$ cat src/hdl/clt_pkg.sv
package clt_pkg;

  // Scan mode codes held between items.
  localparam logic [3:0] M_IDLE    = 4'd0;
  localparam logic [3:0] M_WORD    = 4'd1;
  localparam logic [3:0] M_DOLLAR  = 4'd2;
  localparam logic [3:0] M_BANG    = 4'd3;
  localparam logic [3:0] M_EXPR    = 4'd4;
  localparam logic [3:0] M_BRACKET = 4'd5;
  localparam logic [3:0] M_DQUOTE  = 4'd6;
  localparam logic [3:0] M_SQUOTE  = 4'd7;
  localparam logic [3:0] M_PAREN   = 4'd8;
  localparam logic [3:0] M_BTICK   = 4'd9;
  localparam logic [3:0] M_DROP    = 4'd10;

  // Error codes.
  localparam logic [1:0] ERR_NONE   = 2'd0;
  localparam logic [1:0] ERR_EXPR   = 2'd1;
  localparam logic [1:0] ERR_STRING = 2'd2;
  localparam logic [1:0] ERR_CHAR   = 2'd3;

  // Characters with a special meaning.
  localparam logic [7:0] CH_NUL    = 8'h00;
  localparam logic [7:0] CH_TAB    = 8'h09;
  localparam logic [7:0] CH_LF     = 8'h0A;
  localparam logic [7:0] CH_SPACE  = 8'h20;
  localparam logic [7:0] CH_BANG   = 8'h21;
  localparam logic [7:0] CH_DQUOTE = 8'h22;
  localparam logic [7:0] CH_DOLLAR = 8'h24;
  localparam logic [7:0] CH_SQUOTE = 8'h27;
  localparam logic [7:0] CH_LPAREN = 8'h28;
  localparam logic [7:0] CH_RPAREN = 8'h29;
  localparam logic [7:0] CH_DOT    = 8'h2E;
  localparam logic [7:0] CH_EQUAL  = 8'h3D;
  localparam logic [7:0] CH_LBRACK = 8'h5B;
  localparam logic [7:0] CH_RBRACK = 8'h5D;
  localparam logic [7:0] CH_UNDER  = 8'h5F;
  localparam logic [7:0] CH_BTICK  = 8'h60;

  // Flags that go with one result item.
  typedef struct packed {
    logic       is_content;
    logic       starts_token;
    logic       ends_before;
    logic       ends_with;
    logic       line_done;
    logic [1:0] error_code;
  } tok_flags_t;

  // Letters, digits and _ . = $ make up a word.
  function automatic logic word_char(input logic [7:0] b);
    return (b >= 8'h30 && b <= 8'h39) || (b >= 8'h61 && b <= 8'h7A) ||
           (b >= 8'h41 && b <= 8'h5A) || b == CH_UNDER || b == CH_DOT ||
           b == CH_EQUAL || b == CH_DOLLAR;
  endfunction

  function automatic logic line_end(input logic [7:0] b);
    return b == CH_NUL || b == CH_LF;
  endfunction

endpackage

$ cat src/hdl/clt_if.sv
// Channel that carries command bytes into the block.
interface clt_in_if;
  logic       valid;
  logic       ready;
  logic [7:0] in_byte;

  modport source (output valid, output in_byte, input ready);
  modport sink (input valid, input in_byte, output ready);
endinterface

// Channel that carries marked bytes out of the block.
interface clt_out_if;
  logic       valid;
  logic       ready;
  logic [7:0] byte_out;
  logic       is_content;
  logic       starts_token;
  logic       ends_before;
  logic       ends_with;
  logic       line_done;
  logic [1:0] error_code;

  modport source (
    output valid, output byte_out, output is_content, output starts_token,
    output ends_before, output ends_with, output line_done, output error_code,
    input ready
  );
  modport sink (
    input valid, input byte_out, input is_content, input starts_token,
    input ends_before, input ends_with, input line_done, input error_code,
    output ready
  );
endinterface

$ cat src/hdl/clt_scan.sv
// Classifies one byte against the current scan mode and gives the flags
// of its result item and the mode for the next byte.
module clt_scan (
  input  logic [3:0]          mode,
  input  logic [7:0]          b,
  output clt_pkg::tok_flags_t flags,
  output logic [3:0]          mode_next
);

  clt_pkg::tok_flags_t idle_f;
  logic [3:0]          idle_mode;
  clt_pkg::tok_flags_t word_f;
  logic [3:0]          word_mode;
  clt_pkg::tok_flags_t group_f;
  logic [3:0]          group_mode;
  logic [7:0]          close_ch;
  logic [1:0]          open_err;
  logic                keep;

  // Between tokens: skip blanks, end the line, open a token, or flag an unexpected character.
  always_comb begin
    idle_f    = '0;
    idle_mode = clt_pkg::M_IDLE;
    priority if (b == clt_pkg::CH_SPACE || b == clt_pkg::CH_TAB) begin
      idle_mode = clt_pkg::M_IDLE;
    end else if (clt_pkg::line_end(b)) begin
      idle_f.line_done = 1'b1;
    end else begin
      idle_f.starts_token = 1'b1;
      idle_f.is_content   = 1'b1;
      priority if (b == clt_pkg::CH_DOLLAR) begin
        idle_mode = clt_pkg::M_DOLLAR;
      end else if (b == clt_pkg::CH_BANG) begin
        idle_mode = clt_pkg::M_BANG;
      end else if (b == clt_pkg::CH_DQUOTE) begin
        idle_mode = clt_pkg::M_DQUOTE;
      end else if (b == clt_pkg::CH_SQUOTE) begin
        idle_mode = clt_pkg::M_SQUOTE;
      end else if (b == clt_pkg::CH_LPAREN) begin
        idle_mode = clt_pkg::M_PAREN;
      end else if (b == clt_pkg::CH_BTICK) begin
        idle_mode         = clt_pkg::M_BTICK;
        idle_f.is_content = 1'b0;
      end else if (clt_pkg::word_char(b)) begin
        idle_mode = clt_pkg::M_WORD;
      end else begin
        idle_f.starts_token = 1'b0;
        idle_f.is_content   = 1'b0;
        idle_f.error_code   = clt_pkg::ERR_CHAR;
        idle_mode           = clt_pkg::M_DROP;
      end
    end
  end

  // Inside a word: go on, or close the word and treat the byte as new.
  always_comb begin
    if (clt_pkg::word_char(b)) begin
      word_f            = '0;
      word_f.is_content = 1'b1;
      word_mode         = clt_pkg::M_WORD;
    end else begin
      word_f             = idle_f;
      word_f.ends_before = 1'b1;
      word_mode          = idle_mode;
    end
  end

  // Closing delimiter and error code of the open group.
  always_comb begin
    close_ch = clt_pkg::CH_RPAREN;
    open_err = clt_pkg::ERR_STRING;
    keep     = 1'b1;
    unique case (mode)
      clt_pkg::M_EXPR: begin
        open_err = clt_pkg::ERR_EXPR;
      end
      clt_pkg::M_BRACKET: begin
        close_ch = clt_pkg::CH_RBRACK;
        open_err = clt_pkg::ERR_EXPR;
      end
      clt_pkg::M_DQUOTE: close_ch = clt_pkg::CH_DQUOTE;
      clt_pkg::M_SQUOTE: close_ch = clt_pkg::CH_SQUOTE;
      clt_pkg::M_BTICK: begin
        close_ch = clt_pkg::CH_BTICK;
        keep     = 1'b0;
      end
      default: close_ch = clt_pkg::CH_RPAREN;
    endcase
  end

  // Inside a group: close it, fail on NUL, or take the byte as content.
  always_comb begin
    group_f    = '0;
    group_mode = mode;
    priority if (b == close_ch) begin
      group_f.is_content = keep;
      group_f.ends_with  = 1'b1;
      group_mode         = clt_pkg::M_IDLE;
    end else if (b == clt_pkg::CH_NUL) begin
      group_f.error_code = open_err;
      group_f.line_done  = 1'b1;
      group_mode         = clt_pkg::M_IDLE;
    end else begin
      group_f.is_content = 1'b1;
    end
  end

  // Select by mode.
  always_comb begin
    flags     = '0;
    mode_next = mode;
    unique case (mode)
      clt_pkg::M_WORD: begin
        flags     = word_f;
        mode_next = word_mode;
      end
      clt_pkg::M_DOLLAR: begin
        if (b == clt_pkg::CH_LPAREN) begin
          flags.is_content = 1'b1;
          mode_next        = clt_pkg::M_EXPR;
        end else begin
          flags     = word_f;
          mode_next = word_mode;
        end
      end
      clt_pkg::M_BANG: begin
        if (b == clt_pkg::CH_LBRACK) begin
          flags.is_content = 1'b1;
          mode_next        = clt_pkg::M_BRACKET;
        end else begin
          flags.error_code = clt_pkg::ERR_CHAR;
          if (clt_pkg::line_end(b)) begin
            flags.line_done = 1'b1;
            mode_next       = clt_pkg::M_IDLE;
          end else begin
            mode_next = clt_pkg::M_DROP;
          end
        end
      end
      clt_pkg::M_EXPR, clt_pkg::M_BRACKET, clt_pkg::M_DQUOTE,
      clt_pkg::M_SQUOTE, clt_pkg::M_PAREN, clt_pkg::M_BTICK: begin
        flags     = group_f;
        mode_next = group_mode;
      end
      clt_pkg::M_DROP: begin
        if (clt_pkg::line_end(b)) begin
          flags.line_done = 1'b1;
          mode_next       = clt_pkg::M_IDLE;
        end
      end
      default: begin
        flags     = idle_f;
        mode_next = idle_mode;
      end
    endcase
  end

endmodule

$ cat src/hdl/command_line_tokenizer.sv
// Command-line tokenizer: takes one byte per item and returns one marked
// item per byte, echoing the byte with token start, content, end, line-end
// and error flags. It accepts a byte in every cycle and delivers one result
// per cycle while the sink is ready; a byte passes through an input register,
// then a result register. The only state carried from byte to byte is a
// 4-bit scan mode updated as a byte moves into the result register. Stalls
// on the output propagate back one register at a time, so no item is lost
// or repeated.
module command_line_tokenizer (
  input logic       clk,
  input logic       rst,
  clt_in_if.sink    cmd,
  clt_out_if.source tok
);

  logic                s1_valid;
  logic [7:0]          s1_byte;
  logic                out_valid;
  logic [7:0]          out_byte;
  clt_pkg::tok_flags_t out_flags;
  logic [3:0]          mode;
  logic [3:0]          mode_next;
  clt_pkg::tok_flags_t scan_flags;
  logic                adv;

  clt_scan u_scan (
    .mode      (mode),
    .b         (s1_byte),
    .flags     (scan_flags),
    .mode_next (mode_next)
  );

  // The input stage moves on when the result register is free or emptying.
  assign adv       = s1_valid && (!out_valid || tok.ready);
  assign cmd.ready = !s1_valid || adv;

  // Control state.
  always_ff @(posedge clk) begin
    if (rst) begin
      s1_valid  <= 1'b0;
      out_valid <= 1'b0;
      mode      <= clt_pkg::M_IDLE;
    end else begin
      if (cmd.valid && cmd.ready) begin
        s1_valid <= 1'b1;
      end else if (adv) begin
        s1_valid <= 1'b0;
      end
      if (adv) begin
        out_valid <= 1'b1;
        mode      <= mode_next;
      end else if (tok.ready) begin
        out_valid <= 1'b0;
      end
    end
  end

  // Payload registers.
  always_ff @(posedge clk) begin
    if (cmd.valid && cmd.ready) begin
      s1_byte <= cmd.in_byte;
    end
    if (adv) begin
      out_byte  <= s1_byte;
      out_flags <= scan_flags;
    end
  end

  assign tok.valid        = out_valid;
  assign tok.byte_out     = out_byte;
  assign tok.is_content   = out_flags.is_content;
  assign tok.starts_token = out_flags.starts_token;
  assign tok.ends_before  = out_flags.ends_before;
  assign tok.ends_with    = out_flags.ends_with;
  assign tok.line_done    = out_flags.line_done;
  assign tok.error_code   = out_flags.error_code;

  // A byte that carries an error never counts as token content.
  a_err_no_content: assert property (@(posedge clk) disable iff (rst)
    out_valid && out_flags.error_code != clt_pkg::ERR_NONE |-> !out_flags.is_content)
    else $error("error item marked as content");

  // An unexpected character that does not end the line starts dropping.
  a_err_drops: assert property (@(posedge clk) disable iff (rst)
    adv && scan_flags.error_code == clt_pkg::ERR_CHAR && !scan_flags.line_done
    |=> mode == clt_pkg::M_DROP)
    else $error("unexpected character did not enter drop mode");

  // A held input byte stays put until the result register takes it.
  a_s1_hold: assert property (@(posedge clk) disable iff (rst)
    s1_valid && !adv |=> s1_valid && $stable(s1_byte))
    else $error("input stage lost its byte");

  // The end of the line always leaves the scanner between tokens.
  a_done_idle: assert property (@(posedge clk) disable iff (rst)
    adv && scan_flags.line_done |=> mode == clt_pkg::M_IDLE)
    else $error("line end did not return to idle");

endmodule
$ cat src/flat_wrapper.sv
// flat-port wrapper written by rule: the top's interface ports become plain ports
module command_line_tokenizer_flat 
  (clk, rst, cmd_valid, cmd_in_byte, cmd_ready, tok_valid, tok_byte_out, tok_is_content, tok_starts_token, tok_ends_before, tok_ends_with, tok_line_done, tok_error_code, tok_ready);
  clt_in_if cmd_i ();
  clt_out_if tok_i ();
  input logic clk;
  input logic rst;
  input wire logic [$bits(cmd_i.valid)-1:0] cmd_valid;
  input wire logic [$bits(cmd_i.in_byte)-1:0] cmd_in_byte;
  output wire logic [$bits(cmd_i.ready)-1:0] cmd_ready;
  output wire logic [$bits(tok_i.valid)-1:0] tok_valid;
  output wire logic [$bits(tok_i.byte_out)-1:0] tok_byte_out;
  output wire logic [$bits(tok_i.is_content)-1:0] tok_is_content;
  output wire logic [$bits(tok_i.starts_token)-1:0] tok_starts_token;
  output wire logic [$bits(tok_i.ends_before)-1:0] tok_ends_before;
  output wire logic [$bits(tok_i.ends_with)-1:0] tok_ends_with;
  output wire logic [$bits(tok_i.line_done)-1:0] tok_line_done;
  output wire logic [$bits(tok_i.error_code)-1:0] tok_error_code;
  input wire logic [$bits(tok_i.ready)-1:0] tok_ready;
  assign cmd_i.valid = cmd_valid;
  assign cmd_i.in_byte = cmd_in_byte;
  assign cmd_ready = cmd_i.ready;
  assign tok_valid = tok_i.valid;
  assign tok_byte_out = tok_i.byte_out;
  assign tok_is_content = tok_i.is_content;
  assign tok_starts_token = tok_i.starts_token;
  assign tok_ends_before = tok_i.ends_before;
  assign tok_ends_with = tok_i.ends_with;
  assign tok_line_done = tok_i.line_done;
  assign tok_error_code = tok_i.error_code;
  assign tok_i.ready = tok_ready;
  command_line_tokenizer u_core (.clk(clk), .rst(rst), .cmd(cmd_i), .tok(tok_i));
endmodule
$ cat config.mk
export PLATFORM = sky130hd
export DESIGN_NAME = command_line_tokenizer_flat
export DESIGN_NICKNAME = d
export VERILOG_FILES = /design/src/hdl/clt_pkg.sv /design/src/hdl/clt_if.sv /design/src/hdl/clt_scan.sv /design/src/hdl/command_line_tokenizer.sv /design/src/flat_wrapper.sv
export SDC_FILE = /design/constraint.sdc
export NUM_CORES = 1
export LEC_CHECK = 0
export BUFFER_PORTS_ARGS = -buffer_cell sky130_fd_sc_hd__buf_4
export CAP_MARGIN = 20
export CORE_ASPECT_RATIO = 0.9
export CORE_UTILIZATION = 40
export DETAILED_ROUTE_END_ITERATION = 8
export HOLD_SLACK_MARGIN = 0.06
export PLACE_DENSITY_LB_ADDON = 0.1
export REMOVE_ABC_BUFFERS = 1
export SLEW_MARGIN = 5
export SYNTH_ARGS = -nofsm -noshare
export SYNTH_HDL_FRONTEND = slang
export SYNTH_SLANG_ARGS = --single-unit
$ cat constraint.sdc
create_clock -name clk -period 2.3 [get_ports clk]
set_clock_uncertainty 0.2 [all_clocks]
set_input_delay 0.345 -clock clk [delete_from_list [all_inputs] [get_ports clk]]
set_output_delay 0.345 -clock clk [all_outputs]
set_load 0.01 [all_outputs]
## Word-level counts from Yosys, hierarchy flattened

Index checks and enable logic that the tools add are counted.

- Register bits after elaboration: 29
- Output and inout bits: 17
- Logic and storage cells: 133
- Input bits: 12

- $lt $le $gt $ge: 6
- Reduce and logical (&&, ||, !) cells: 24
- Equality and inequality tests: 26
- Muxes and demuxes: 66

Operator list:

| cell | number |
|---|---|
| $eq A8 B6 Y1 const B | 8 |
| $mux W4 | 16 |
| $mux W2 | 25 |
| $pmux W7 S4 | 1 |
| $eq A8 B7 Y1 const B | 3 |
| $pmux W4 S5 | 1 |
| $eq A4 B3 Y1 const B | 4 |
| $eq A8 B4 Y1 const B | 2 |
| $ge A8 B7 Y1 const B | 2 |
| $le A8 B7 Y1 const B | 2 |
| $mux W1 | 13 |
| $eq A4 B4 Y1 const B | 3 |
| $mux W3 | 4 |
| $pmux W3 S4 | 1 |
| $logic_or A1 B1 Y1 | 10 |
| $pmux W1 S5 | 2 |
| $pmux W2 S5 | 1 |
| $eq A4 B2 Y1 const B | 2 |
| $eq A8 B8 Y1 | 1 |
| $ge A8 B6 Y1 const B | 1 |
| $le A8 B6 Y1 const B | 1 |
| $logic_not A8 Y1 | 1 |
| $mux W7 | 1 |
| $mux W6 | 1 |
| other kinds (9) | 16 |

## Logic depth before layout (Yosys ltp)

- Word-level depth: 28
- Gate-level depth with buffers: 8
- Depth with buffers taken out: 6

## Modules after synthesis

Synthesis repeated with hierarchy kept, for this count alone.

- Cells, all modules: 192
- Area, all modules: 1,925.6 µm²

By module, submodules not included:

| module | cells each | area an instance (µm²) | times used | sequential area each (µm²) |
|---|---|---|---|---|
| command_line_tokenizer | 51 | 963.4 | 1 | 810.8 |
| clt_scan | 141 | 962.2 | 1 | 0.0 |

## Least setup slack after synthesis

OpenSTA, ideal clock, no wires.

- Path type: reg-to-reg
- Start point: reg u_core.out_valid, in the netlist u_core.tok.valid
- End point: reg u_core.mode[1]
- Data required time: 1.968 ns
- Path buffers: 0
- Data arrival time: 2.018 ns
- Cell stages (with the launch flop): 7
- Slack: -0.050 ns
- Period minus slack after synthesis: 2.350 ns
- Cells stage by stage: dfxtp_1 nor2b_1 nor2b_1 a21boi_0 inv_1 nor2_1 a311oi_1

- Cells in the longest elaborated chain, start to end: 4

RTL lines:

| element | RTL line | text |
|---|---|---|
| start, declared | command_line_tokenizer.sv:18 | `logic out_valid;` |
| start signal, assigned | command_line_tokenizer.sv:41 | `out_valid <= 1'b0;` |
| start signal, assigned | command_line_tokenizer.sv:50 | `out_valid <= 1'b1;` |
| start signal, assigned | command_line_tokenizer.sv:53 | `out_valid <= 1'b0;` |
| $logic_not A1 Y1 | command_line_tokenizer.sv:34 | `assign adv = s1_valid && (!out_valid \|\| tok.ready);` |
| $logic_or A1 B1 Y1 | command_line_tokenizer.sv:34 |  |
| $logic_and A1 B1 Y1 | command_line_tokenizer.sv:34 |  |
| via u_core.adv | command_line_tokenizer.sv:24 | `logic adv;` |
| $reduce_and A3 Y1 (no line) | -- |  |
| end signal, assigned | command_line_tokenizer.sv:42 | `mode <= clt_pkg::M_IDLE;` |
| end signal, assigned | command_line_tokenizer.sv:51 | `mode <= mode_next;` |
| end, declared | command_line_tokenizer.sv:21 | `logic [3:0] mode;` |

The timed path passes the listed nets, and every way through them passes these cells.
A chain may end at the register's enable or synchronous reset.

==> metrics.csv <==
stage;metric;value;unit
grt;grt ovf;0;
floorplanning;Starting Density;43.3;%
outcome;failing checks;setup timing;
clock_network;Clock Pin Slew Worst Setup and Hold Paths;60;ps
pwr;Final Power;1.46;mW
setup_path;endpoint class of the critical path;register;
placement;placer congestion estimate;0.969;
outcome;status;complete, but fails checks;
worst_hold_path;worst min-delay path category;input pin to register;
pwr;PD cells;509;mW/mm²
setup_path;critical path fanouts, max;6;
cells_and_area;Area Growth Syn to Fin;56.7;%
setup_path;WP data required;2130;ps
floorplanning;Die X;73.4;µm
setup_path;CP cell instances;inv_2, buf_6, nand2b_1, a311o_1, or4_4, a221o_1;
flow_run;MaxCap Viol Count;0;
detailed_routing;WL/cell;17.1;µm
sta;Slew @ Worst Pin;437;ps
yosys;Syn Inst Count;185;
floorplanning;# IOs;29;
yosys;post-synthesis register bit count;29;
sta;RSZ-0062 raised after global routing;true;
sta;worst rel slew slack;70.8;%
sta;Max Clk Rate;0.421;GHz
setup_path;CP max stage delay;500;ps
detailed_routing;# DRC;0;
sta;fin crit share;103;%
cells_and_area;share of cells above drive strength 1;47.0;%
clock_network;TritonCTS clock tree;done;
clock_network;H-tree depth;2;
cells_and_area;nets;291;
cells_and_area;fin util;67.9;%
clock_network;TritonCTS Buffers;5;
yosys;sequential share of the synthesized area;44.2;%
clock_network;Clock Tree Buf Depth;2;
setup_path;crit start category;register;
setup_path;Setup CP Type;register to register;
sta;Final Max Slew Viols;0;
detailed_routing;vias per cell;5.59;
floorplanning;Die Y;66.3;µm
yosys;main flop type after synthesis;edfxtp_1;
grt;vias in the first global route;1826;
grt;Tot GR Track Use;24.3;%
floorplanning;Die ar.;0.00486;mm²
pwr;VDD IR max;343;µV
placement;DP Worst Slack;-114;ps
sta;Final WS setup;-72.7;ps
detailed_routing;Vias;1894;
cells_and_area;final instance area;0.00288;mm²
placement;placed cell areas;0.00242;mm²
pwr;LEAKAGE;1.08;nW
detailed_routing;remaining antenna violation count after routing;0;
sta;Fin. Hold Viols;0;
setup_path;critical path's top delay family;compound AO/OA/AOI/OAI gates;
yosys;Syn Area/Cell;9.92;µm²
placement;Cell Count Post-Placement;310;
cells_and_area;diodes inserted;0;
sta;Finish-stage setup viols;4;
grt;first-pass GRT wire length;8.72;mm
placement;I/O Buffers;28;
detailed_routing;first drt pass iteration count;4;
detailed_routing;DRT iter0 DRCs;173;
clock_network;# clock sinks;29;
yosys;Synth warnings;0;
floorplanning;CORE AREA;0.00424;mm²
setup_path;CP max-delay cell;edfxtp_1;
detailed_routing;drt total wl;5.79;mm
cells_and_area;final non-filler cell total;339;
floorplanning;Rows;22;
setup_path;WP data arrival;2200;ps
placement;DP HPWL;3.90;mm
grt;initial antenna violation count;0;
yosys;Post-synth ARST share;0;%
yosys;Cell variety after synth;59;
yosys;number of synthesized flops with an enable pin;23;
grt;largest net degree at the start of global routing;16;
clock_network;worst skew pair latency;290;ps
yosys;Syn Std Cell Area;0.00184;mm²
setup_path;worst path bufs/invs;2;
clock_network;root buffer cell;clkbuf_8;
sta;min cycle time layout;2370;ps
-- synthesized netlist by cell type (3+ instances only) --
master | count | area share [%]
buf_2 | 4 | 1.1
nand2b_1 | 8 | 2.7
edfxtp_1 | 23 | 38
nor4b_1 | 3 | 1.4
o21ai_0 | 9 | 2.5
nor3_1 | 3 | 0.82
nor2_1 | 15 | 3.1
nand3_1 | 5 | 1.4
xnor2_1 | 5 | 2.4
nand2_1 | 14 | 2.9
a41oi_1 | 3 | 1.4
inv_1 | 5 | 1.0
nor2b_1 | 4 | 1.4
buf_4 | 5 | 2.0
nand4bb_1 | 3 | 1.8
a21oi_1 | 12 | 3.3
dfxtp_1 | 6 | 6.5
nor4_1 | 3 | 1.0
-- what timing repair did --
action | in CTS | in global routing
setup endpoints to repair | 8 | 10
endpoints found under the hold margin | 8 | 0
setup buffers | 5 | 10
pin swaps | 4 | 7
resized for setup | 8 | 33
hold buffers | 8 | 0
-- layer usage --
metal | GRT usage [%] | routed length, µm | part of all wire, %
met1 | 30.6 | 2550 | 44
met2 | 40.3 | 2880 | 50
met3 | 5.34 | 217 | 3.7
met4 | 10.1 | 139 | 2.4
met5 | 0 | 0 | 0
-- stage by stage --
step | hold WS (ps) | setup TNS [ps]
2_1_floorplan | 214 | -285
3_3_place_gp | 296 | -253
3_5_place_dp | 322 | -380
4_1_cts | 65.3 | -76.3
5_1_grt | 74.0 | -616
6_report | 70.1 | -93.9
-- final cells by class --
type,instances,area [µm²]
fillers,344,1360
multi-input cells,137,1100
flip-flops and latches,29,815
repair buffers,99,788
well taps,60,75.1
clock buffers,6,72.6
inverters,7,26.3
clock inverters,1,3.75
-- final timing paths --
path | endpoint | slack [ps] | startpoint | cells past startpoint
hold / removal | u_core.s1_valid | 70 | cmd_valid | 3
setup reg to reg | u_core.tok.is_content | -70 | u_core.s1_byte[3] | 6
setup / recovery | u_core.tok.is_content | -70 | u_core.s1_byte[3] | 6
hold reg to reg | u_core.s1_valid | 330 | u_core.s1_valid | 2
-- flip-flops by register name, indices dropped and copies added, names as in the netlist, 2 cells and up --
| register | flops |
|---|---|
| u_core.mode | 4 |
| u_core.tok.error_code | 2 |
| u_core.s1_byte | 8 |
| u_core.tok.byte_out | 8 |
-- logic make-up after synthesis --
group | count (synthesis) | share of synthesized area [%]
AND/OR/NAND/NOR | 73 | 24.3
flip-flops | 29 | 44.2
AO/OA/AOI/OAI | 55 | 21.1
multiplexers | 2 | 1.09
XOR/XNOR | 7 | 3.34
buffers and inverters | 19 | 6.00
-- worst register-to-register path, cell delays in order (launching register included) --
cell,delay [ps]
edfxtp_1,500
inv_2,120
buf_6,110
nand2b_1,60
a311o_1,380
or4_4,440
a221o_1,310
-- layout by cell type, fill, tap and decap left out, types with 5 or more instances in the layout --
cell            n
inv_1           5
edfxtp_1       23
xnor2_1         5
dlygate4sd3_1   8
nor2_1         13
nand2b_1        7
nand2_1        14
clkbuf_8        5
a21oi_1        10
buf_4          85
o21ai_0         6
-- power breakdown --
group          leakage (nW)  internal, mW  switching, mW  total (mW)
Combinational         0.770         0.216          0.219       0.435
Clock                0.0387         0.203          0.193       0.396
Sequential            0.270         0.606         0.0262       0.632
Total                  1.08          1.03          0.438        1.46
(Power assumes the default switching activity.)
